<file path="src/kvte_pkg.sv">
// Shared types and codes for the key-value table engine.
// Used by kvte_mem, kvte_seq and key_value_table_engine_top; no dependencies.
`default_nettype none

package kvte_pkg;

	localparam int KEY_W = 32;
	localparam int VAL_W = 32;

	typedef enum logic [1:0] {
		FUNC_SET = 2'd0,
		FUNC_GET = 2'd1,
		FUNC_DEL = 2'd2
	} func_t;

	typedef enum logic [1:0] {
		ST_OK        = 2'd0,
		ST_NOT_FOUND = 2'd1,
		ST_FULL      = 2'd2
	} status_t;

	typedef enum logic [1:0] {
		S_IDLE,
		S_SCAN,
		S_SHIFT,
		S_DONE
	} state_t;

	typedef struct packed {
		logic [VAL_W-1:0] value;
		logic [KEY_W-1:0] key;
	} entry_t;

	typedef struct packed {
		status_t          status;
		logic [VAL_W-1:0] value;
	} result_t;

endpackage

`default_nettype wire

</file>
<file path="src/kvte_mem.sv">
// Entry store of the key-value table: one write port and one read port with registered data.
// Depends on kvte_pkg for the entry type.
`default_nettype none

module kvte_mem
	import kvte_pkg::*;
#(
	parameter int DEPTH = 64,
	parameter int AW    = 6
) (
	input  wire logic          clk,
	input  wire logic          we,
	input  wire logic [AW-1:0] waddr,
	input  wire entry_t        wdata,
	input  wire logic [AW-1:0] raddr,
	output entry_t             rdata
);

	entry_t mem_q [DEPTH];

	always_ff @(posedge clk) begin
		if (we) begin
			mem_q[waddr] <= wdata;
		end
		rdata <= mem_q[raddr];
	end

endmodule

`default_nettype wire

</file>
<file path="src/kvte_seq.sv">
// Sequencer of the key-value table: linear search, append, update and shift-down delete,
// all through the single port pair of kvte_mem and one key comparator. Depends on kvte_pkg.
`default_nettype none

module kvte_seq
	import kvte_pkg::*;
#(
	parameter int DEPTH = 64,
	parameter int AW    = 6,
	parameter int CW    = 7
) (
	input  wire logic             clk,
	input  wire logic             arst_n,
	// request side
	input  wire logic             req_valid,
	output logic                  req_ready,
	input  wire func_t            req_func,
	input  wire logic [KEY_W-1:0] req_key,
	input  wire logic [VAL_W-1:0] req_value,
	// memory side
	output logic                  mem_we,
	output logic [AW-1:0]         mem_waddr,
	output entry_t                mem_wdata,
	output logic [AW-1:0]         mem_raddr,
	input  wire entry_t           mem_rdata,
	// result side
	output logic                  res_valid,
	input  wire logic             res_ready,
	output result_t               res
);

	localparam logic [CW-1:0] FULL_COUNT = CW'(DEPTH);

	state_t           state_q, state_d;
	logic [CW-1:0]    used_q, used_d;
	logic [CW-1:0]    idx_q, idx_d;          // next read address, in search and in shift
	logic [AW-1:0]    cmp_idx_q, cmp_idx_d;  // entry under compare, or shift destination
	logic             pend_q, pend_d;        // read data of last cycle is due
	func_t            func_q;
	logic [KEY_W-1:0] key_q;
	logic [VAL_W-1:0] wval_q;
	result_t          res_q, res_d;
	logic             match;

	assign match = pend_q && (mem_rdata.key == key_q);
	assign res   = res_q;

	always_ff @(posedge clk or negedge arst_n) begin
		if (!arst_n) begin
			state_q   <= S_IDLE;
			used_q    <= '0;
			idx_q     <= '0;
			cmp_idx_q <= '0;
			pend_q    <= 1'b0;
		end else begin
			state_q   <= state_d;
			used_q    <= used_d;
			idx_q     <= idx_d;
			cmp_idx_q <= cmp_idx_d;
			pend_q    <= pend_d;
		end
	end

	always_ff @(posedge clk) begin
		if (req_valid && req_ready) begin
			func_q <= req_func;
			key_q  <= req_key;
			wval_q <= req_value;
		end
		res_q <= res_d;
	end

	always_comb begin
		state_d   = state_q;
		used_d    = used_q;
		idx_d     = idx_q;
		cmp_idx_d = cmp_idx_q;
		pend_d    = pend_q;
		res_d     = res_q;
		req_ready = 1'b0;
		res_valid = 1'b0;
		mem_we    = 1'b0;
		mem_waddr = cmp_idx_q;
		mem_wdata = '{value: wval_q, key: key_q};
		mem_raddr = idx_q[AW-1:0];

		unique case (state_q)
			S_IDLE: begin
				req_ready = 1'b1;
				if (req_valid) begin
					idx_d   = '0;
					pend_d  = 1'b0;
					state_d = S_SCAN;
				end
			end

			S_SCAN: begin
				if (match) begin
					// Only the first match counts; the search stops here.
					pend_d = 1'b0;
					res_d  = '{status: ST_OK, value: '0};
					priority if (func_q == FUNC_SET) begin
						mem_we  = 1'b1;
						state_d = S_DONE;
					end else if (func_q == FUNC_GET) begin
						res_d.value = mem_rdata.value;
						state_d     = S_DONE;
					end else begin
						// Delete: the found slot becomes the first destination of the shift.
						idx_d   = CW'(cmp_idx_q) + CW'(1);
						state_d = S_SHIFT;
					end
				end else if (idx_q == used_q) begin
					pend_d  = 1'b0;
					state_d = S_DONE;
					if (func_q == FUNC_SET) begin
						if (used_q != FULL_COUNT) begin
							mem_we    = 1'b1;
							mem_waddr = used_q[AW-1:0];
							used_d    = used_q + CW'(1);
							res_d     = '{status: ST_OK, value: '0};
						end else begin
							res_d = '{status: ST_FULL, value: '0};
						end
					end else begin
						res_d = '{status: ST_NOT_FOUND, value: '0};
					end
				end else begin
					cmp_idx_d = idx_q[AW-1:0];
					idx_d     = idx_q + CW'(1);
					pend_d    = 1'b1;
				end
			end

			S_SHIFT: begin
				// Each cycle reads the next entry and writes the one read before one slot lower.
				if (pend_q) begin
					mem_we    = 1'b1;
					mem_wdata = mem_rdata;
					cmp_idx_d = cmp_idx_q + AW'(1);
				end
				if (idx_q != used_q) begin
					idx_d  = idx_q + CW'(1);
					pend_d = 1'b1;
				end else begin
					pend_d = 1'b0;
					if (!pend_q) begin
						used_d  = used_q - CW'(1);
						state_d = S_DONE;
					end
				end
			end

			S_DONE: begin
				res_valid = 1'b1;
				if (res_ready) begin
					state_d = S_IDLE;
				end
			end

			default: begin
				state_d = S_IDLE;
			end
		endcase
	end

endmodule

`default_nettype wire

</file>
<file path="src/key_value_table_engine_top.sv">
// Top level of the key-value table engine: stream ports, output register, store and sequencer.
// Depends on kvte_pkg, kvte_mem and kvte_seq.
// A set or get searches the used entries in order up to its key, or through all of them if
// the key is absent; a delete that finds its key then shifts every later entry down one slot.
// One item at a time: the next is taken in the cycle after the result is registered, if
// m_tready allows. After reset the table is empty.
`default_nettype none

module key_value_table_engine_top
	import kvte_pkg::*;
#(
	parameter int TABLE_ENTRIES = 64
) (
	input  wire logic        clk,
	input  wire logic        arst_n,
	input  wire logic        s_tvalid,
	output logic             s_tready,
	input  wire logic [63:0] s_tdata,   // [31:0] lookup_key, [63:32] write_value
	input  wire logic [1:0]  s_tuser,   // [1:0] func
	output logic             m_tvalid,
	input  wire logic        m_tready,
	output logic [31:0]      m_tdata,   // [31:0] read_value
	output logic [1:0]       m_tuser    // [1:0] status
);

	localparam int AW = (TABLE_ENTRIES > 1) ? $clog2(TABLE_ENTRIES) : 1;
	localparam int CW = $clog2(TABLE_ENTRIES + 1);

	logic          mem_we;
	logic [AW-1:0] mem_waddr;
	logic [AW-1:0] mem_raddr;
	entry_t        mem_wdata;
	entry_t        mem_rdata;
	logic          res_valid;
	logic          res_ready;
	result_t       res;
	logic          out_valid_q;
	result_t       out_q;

	kvte_mem #(
		.DEPTH (TABLE_ENTRIES),
		.AW    (AW)
	) u_mem (
		.clk   (clk),
		.we    (mem_we),
		.waddr (mem_waddr),
		.wdata (mem_wdata),
		.raddr (mem_raddr),
		.rdata (mem_rdata)
	);

	kvte_seq #(
		.DEPTH (TABLE_ENTRIES),
		.AW    (AW),
		.CW    (CW)
	) u_seq (
		.clk       (clk),
		.arst_n    (arst_n),
		.req_valid (s_tvalid),
		.req_ready (s_tready),
		.req_func  (func_t'(s_tuser)),
		.req_key   (s_tdata[31:0]),
		.req_value (s_tdata[63:32]),
		.mem_we    (mem_we),
		.mem_waddr (mem_waddr),
		.mem_wdata (mem_wdata),
		.mem_raddr (mem_raddr),
		.mem_rdata (mem_rdata),
		.res_valid (res_valid),
		.res_ready (res_ready),
		.res       (res)
	);

	// The output register lets the sequencer take the next item while a result waits.
	assign res_ready = !out_valid_q || m_tready;

	always_ff @(posedge clk or negedge arst_n) begin
		if (!arst_n) begin
			out_valid_q <= 1'b0;
		end else if (res_ready) begin
			out_valid_q <= res_valid;
		end
	end

	always_ff @(posedge clk) begin
		if (res_valid && res_ready) begin
			out_q <= res;
		end
	end

	assign m_tvalid = out_valid_q;
	assign m_tdata  = out_q.value;
	assign m_tuser  = out_q.status;

endmodule

`default_nettype wire

</file>
<file path="config.mk">
export PLATFORM = sky130hd
export DESIGN_NAME = key_value_table_engine_top
export DESIGN_NICKNAME = d
export VERILOG_FILES = /design/src/kvte_pkg.sv /design/src/kvte_mem.sv /design/src/kvte_seq.sv /design/src/key_value_table_engine_top.sv
export SDC_FILE = /design/constraint.sdc
export NUM_CORES = 2
export LEC_CHECK = 0
export BUFFER_PORTS_ARGS = -buffer_cell sky130_fd_sc_hd__buf_2
export CAP_MARGIN = 40
export CORE_ASPECT_RATIO = 1.1
export CORE_MARGIN = 10
export CORE_UTILIZATION = 50
export CTS_CLUSTER_DIAMETER = 120
export DETAILED_ROUTE_END_ITERATION = 8
export PLACE_DENSITY_LB_ADDON = 0.2
export SETUP_SLACK_MARGIN = 0.05
export SLEW_MARGIN = 30
export SYNTH_ARGS = -nofsm -noshare
export SYNTH_HDL_FRONTEND = slang
export SYNTH_HIERARCHICAL = 1
export SYNTH_SLANG_ARGS = --single-unit
</file>
<file path="constraint.sdc">
create_clock -name clk -period 9.4 [get_ports clk]
set_clock_uncertainty 0.1 [all_clocks]
set_input_delay 0.47 -clock clk [delete_from_list [all_inputs] [get_ports clk]]
set_output_delay 0.47 -clock clk [all_outputs]
set_load 0.05 [all_outputs]
</file>
# [Yosys cells after proc, flatten, opt, wreduce, memory -nomap -nowiden]
# Memories as Yosys holds them, arrays and structs flattened. A register that Yosys moved wholly into a read port is not among the register bits.
# Index checks and enable logic that the tools add are counted.
[totals] register_bits=158 latch_bits=0 ram_bits=4096 mem_bits_ro=0 inputBits=70 out_inout_bits=36 n_memories=1
[mem_list] memory="u_mem.mem_q" depth=64 word_bits=64 read_ports=1 rd_clocked_by_memory_dff=1 wr=1 line="kvte_mem.sv:19" text="entry_t mem_q [DEPTH];"
[classes] addsub=5 mul=0 n_div=0 magnitude_cmp=0 eq_ne=23 n_shift=0 n_mux=56 n_bitwise=0 n_reduce_logical=16
[ops] op="64-bit two-way mux" count=2
[ops] op="34-bit two-way mux" count=3
[ops] op="32-bit two-way mux" count=3
[ops] op="7-bit two-way mux" count=12
[ops] op="6-bit two-way mux" count=8
[ops] op="32-bit equality test" count=1
[ops] op="7-bit case mux with 3 select lines" count=1
[ops] op="1-bit two-way mux" count=15
[ops] op="7-bit by 1-bit adder with 7-bit output (second input constant)" count=2
[ops] op="2-bit two-way mux" count=7
[ops] op="7-bit case mux with 2 select lines" count=1
[ops] op="2-bit inequality test (second input constant)" count=6
[ops] op="6-bit case mux with 2 select lines" count=1
[ops] op="2-bit by 1-bit inequality test with 1-bit output (second input constant)" count=5
[ops] op="2-bit case mux with 4 select lines" count=1
[ops] op="6-bit by 1-bit adder with 7-bit output (second input constant)" count=1
[ops] op="7-bit equality test" count=1
[ops] op="7-bit inequality test" count=1
[ops] op="7-bit inequality test (second input constant)" count=1
[ops] op="7-bit AND reduction" count=1
[ops] op="7-bit by 1-bit subtractor with 7-bit output (second input constant)" count=1
[ops] op="6-bit by 1-bit adder with 6-bit output (second input constant)" count=1
[ops] op="3-bit inequality test (second input constant)" count=2
[ops] op="6-bit AND reduction" count=1
[ops] op="15 further kinds" count=22

# [Longest topological paths before layout]
[logic_depth] ltp_word=8 depth_mapped=14 mapped_depth_nobuf=11

# [By module]
# The synthesis kept the hierarchy.
[by_module_without_submodules] module="kvte_mem" instances=1 cells_each=6598 area_each_um2=156348.7
[by_module_without_submodules] module="kvte_seq" instances=1 cells_each=479 area_each_um2=6359.8
[by_module_without_submodules] module="key_value_table_engine_top" instances=1 cells_each=38 area_each_um2=1074.8

# [Worst setup path before layout]
# Ideal clock, no wire load.
[synth_path] kind="register to register" from="reg u_seq.key_q[10]" to="mem u_mem/mem_q[48][0] in the netlist's numbering (enable)" setup_ps=564 arrival_time_ps=7025 path_slack_ps=1711 path_stages_with_launch=12 path_buffers=1 synth_period_minus_slack_ps=7689 path_cell_list="edfxtp_1 > xor2_1 > or4_4 > nor4_4 > nand3_2 > and3_1 > clkbuf_2 > nand2_1 > a22o_1 > nor2b_1 > nand4b_1 > nor3_1"
[synth_between] elab_cells_between_ends=8
[synth_lines] element="start, declared" line="kvte_seq.sv:40" text="logic [KEY_W-1:0] key_q;"
[synth_lines] element="start signal, assigned" line="kvte_seq.sv:67" text="key_q <= req_key;"
[synth_lines] element="32-bit equality test" line="kvte_seq.sv:45" text="assign match = pend_q && (mem_rdata.key == key_q);"
[synth_lines] element="1-bit logical AND" line="kvte_seq.sv:45"
[synth_lines] element="6-bit two-way mux" line="kvte_seq.sv:98" text="if (match) begin"
[synth_lines] element="6-bit two-way mux" line="kvte_seq.sv:87" text="unique case (state_q)"
[synth_lines] element="net mem_waddr[4]" line="key_value_table_engine_top.sv:30" text="logic [AW-1:0] mem_waddr;"
[synth_lines] element="end, declared" line="kvte_mem.sv:19"
# The timed path passes the listed nets, and every way through them passes these cells.

# [Worst setup path in the final report]
[layout_path] from="reg u_seq.key_q[10]" to="mem u_mem/mem_q[11][49] in the netlist's numbering (enable)"
# Same word-level chain as after synthesis.

==> flow_metrics.py <==
metrics = {
    "status": {
        "status": "finished, final reports clean",
    },
    "pwr": {
        "power_frac_seq": 0.545,
        "p_switching_mw": 7.31,
        "p_per_area_nw_per_um2": 204,
        "fin_total_pwr_mw": 38.2,
        "p_leak_nw": 59.5,
        "pwr-share-clk": 0.454,
        "p_int_mw": 30.9,
        "sw_frac_of_total": 0.191,
        "combPwrFrac": 0.002,
        "peakVddDrop_v": 0.000169,
    },
    "clocking": {
        "cts_tree": "done",
        "cts_inserted_buffers": 427,
        "hold_buffers": 69,
        "cts_sinks": 4318,
        "cts.clk_slew.worst_paths_ns": 0.06,
        "root_buffer": "clkbuf_16",
        "htreeDepth": 5,
        "clock_path_buffers": 4,
        "cts_resized": 0,
        "cts_setup_buffers": 0,
        "clock_latency_ns": 0.97,
    },
    "timing": {
        "period_share": 0.658,
        "rsz0062_at_grt": "no",
        "hold_violations": 0,
        "relSlewSlack": 0.358,
        "worst_pin_slew_ns": 0.962,
        "hold_ws_ns": 0.0725,
        "setup-tns-final_ns": 0,
        "setup_violations": 0,
        "setup_slack_ns": 3.21,
        "finalCriticalPeriod_ns": 6.19,
        "fmax_ghz": 0.162,
        "final_max_slew_viol_count": 0,
    },
    "worst_setup_path": {
        "max_stage_delay_ns": 0.68,
        "required_ns": 9.88,
        "critical_path.slowest_cell": "nor2_4",
        "cp_num_buf_inv": 2,
        "worstPathArrival_ns": 6.67,
        "cpMostUsedCell": "buf_4",
        "cp-start-kind": "register",
        "endpoint_kind": "register",
        "crit_chain": "xor2_1, or4_4, nor4_4, nand3_2, and3_1, nand2_1, a22o_1, nor2b_1, nand3_1, nor2_4, buf_4, buf_4",
        "crit_fanout": 27,
        "cp_top_family": "simple AND/OR/NAND/NOR gates",
        "crit_type": "reg -> reg",
    },
    "routing": {
        "num_vias": 79900,
        "drc": 0,
        "antenna_left": 0,
        "dr.first_iter.drc_count": 10700,
        "viasPerCell": 6.47,
        "dr.pass1.iters": 8,
        "wl_per_cell_um": 36.4,
        "drt_wl_total_um": 450000,
    },
    "placed_design": {
        "dp_slack_ns": 3.33,
        "place_area_um2": 172000,
        "routabilityCongestion": 0.836,
        "dpl.hpwl_um": 258000,
        "portBuffers": 105,
        "dp.cells": 11400,
    },
    "logic_synthesis": {
        "synth_warnings": 6,
        "async_flop_share": 0.00556,
        "syn_area_per_cell_um2": 23.0,
        "synth.distinct_cells": 68,
        "synth_fp_nets": 7197,
        "seq_area_frac_synth": 0.787,
        "synth_flop_cell": "edfxtp_1",
        "synth_edf_count": 4230,
        "ys_ff_latch": 4318,
        "synth_cells": 7115,
        "syn_area_um2": 164000,
    },
    "global_routing": {
        "grt_pass1_vias": 80300,
        "grtUsageTotal": 0.255,
        "grt_max_degree": 116,
        "grt_first_pass_wirelength_um": 633000,
        "overflow": 0,
        "antenna_found_initial": 27,
    },
    "layout": {
        "area_growth_pct": 14.3,
        "final_nets": 7720,
        "final_cells": 12400,
        "layout-drive-gt1-share": 0.285,
        "final_area_um2": 187000,
        "final_util": 0.573,
    },
    "floorplanning": {
        "rows": 220,
        "die_y_um": 620,
        "dieArea_um2": 351000,
        "start_util": 0.502,
        "core_um2": 326000,
        "io_pins": 106,
        "die_w_um": 566,
    },
    "run": {
        "cap_violations": 0,
    },
    "worst_hold_path": {
        "hp-class": "in -> async",
    },
}
## layer usage
metal  wire (um)  up-vias  GRT usage  share of wire
met5          63        -          0        0.00014
met4       21200       10      0.103          0.047
met3       41600      733     0.0437          0.092
met2      216000     4242      0.404           0.48
met1      171000    43400      0.356           0.38
li1            -    31500          -              -
## worst reg2reg max path, stage by stage, from the launching register on
cell and delay, ns:
edfxtp_1 0.40, xor2_1 0.18, or4_4 0.56, nor4_4 0.52, nand3_2 0.25, and3_1 0.32, nand2_1 0.20, a22o_1 0.38
nor2b_1 0.24, nand3_1 0.65, nor2_4 0.68, buf_4 0.59, buf_4 0.73
## power by group through the flow
stage	registers, mW	logic, mW	clock network (mW)
after global routing	20.8	0.0647	18.3
after floorplan	21.2	0.000202	0
after global placement	21.2	0.0404	0
after detailed placement	21.2	0.0406	0
final	20.8	0.0653	17.3
after CTS	20.8	0.0643	17.6
## synth_stat cells, types with 19 or more instances
cell type	count	area (um2)
edfxtp_1	4230	127000
a22oi_1	168	1260
nor2b_1	37	231
o221ai_1	38	333
buf_1	26	97.6
buf_4	40	300
mux2i_1	138	1380
mux4_2	1024	23100
mux2_2	74	833
a22o_1	99	867
a211oi_1	64	480
o22ai_1	83	519
or2_2	31	194
nor2_1	131	492
dfrtp_1	24	601
inv_1	35	131
dfxtp_1	64	1280
buf_2	171	856
a41oi_1	27	236
or3_1	29	181
and3_1	68	425
a31oi_1	19	119
and2_1	38	238
nand2_1	76	285
nand3_1	50	250
a2bb2oi_1	19	166
xor2_1	39	342
clkbuf_1	145	544
## cell type report
| class | instances | area (um2) |
|---|---|---|
| clock inverter | 253 | 2830 |
| multi-input combinational | 2369 | 33500 |
| inverter | 36 | 135 |
| timing repair buffer | 486 | 4850 |
| fill | 23600 | 139000 |
| sequential | 4318 | 129000 |
| clock buffer | 539 | 11400 |
| tap | 4329 | 5420 |
| antenna | 30 | 75.1 |
## cell usage in the layout, fill, tap and decap left out, types with 29 or more instances in the layout
cell type,n
buf_2,108
buf_12,39
or3_1,29
and2_1,35
nor2_1,66
o22ai_1,83
a211oi_1,64
o221ai_1,38
xor2_1,39
a22o_1,99
bufinv_16,52
or2_2,31
clkinv_1,71
edfxtp_1,4230
clkbuf_16,434
and3_1,68
mux2_2,63
mux2i_1,138
nand2_1,71
dfxtp_1,64
clkinv_2,91
dlygate4sd3_1,69
inv_1,35
buf_16,39
mux4_2,1024
clkbuf_1,87
a22oi_1,168
nor2b_1,33
diode_2,30
nor2_4,65
nand3_1,50
buf_4,224
## flip-flops by register name (all words and copies together) (netlist names)
signal and count:
u_seq/wval_q 32, u_mem/rdata 64, u_seq/idx_q 7, u_seq/state_q 2, u_seq/func_q 2, u_seq/used_q 7
m_tuser 2, u_seq/res 34, u_seq/pend_q 1, m_tvalid 1, u_mem/mem_q 4096, u_seq/key_q 32
m_tdata 32, u_seq/cmp_idx_q 6
## worst paths after layout
check                                                 start                        endpoint  slack [ns]  cells after the start
worst max-delay path              u_seq/key_q[10]$_DFFE_PP_   u_mem/mem_q[11][49]$_DFFE_PP_        3.21                     12
worst min-delay path                                 arst_n  u_seq/cmp_idx_q[1]$_DFFE_PN0P_        0.07                      2
worst min register to register  u_seq/res[29]$_SDFFCE_PP0P_           m_tdata[29]$_DFFE_PP_        0.32                      0
worst max register to register    u_seq/key_q[10]$_DFFE_PP_   u_mem/mem_q[11][49]$_DFFE_PP_        3.21                     12
min in group clk                                s_tdata[35]       u_seq/wval_q[3]$_DFFE_PP_        0.10                      2
max in group asynchronous                            arst_n      u_seq/idx_q[2]$_DFFE_PN0P_        8.60                      2
## logic make-up after synthesis
family          after synthesis  synth area share
flops                      4318             0.787
mux                        1236             0.154
compound gates              560            0.0263
simple gates                512            0.0164
buf+inv                     428            0.0123
xor+xnor                     49           0.00262
fa+ha+maj                    12          0.000963
No activity file was read; power rests on OpenSTA's default activity.
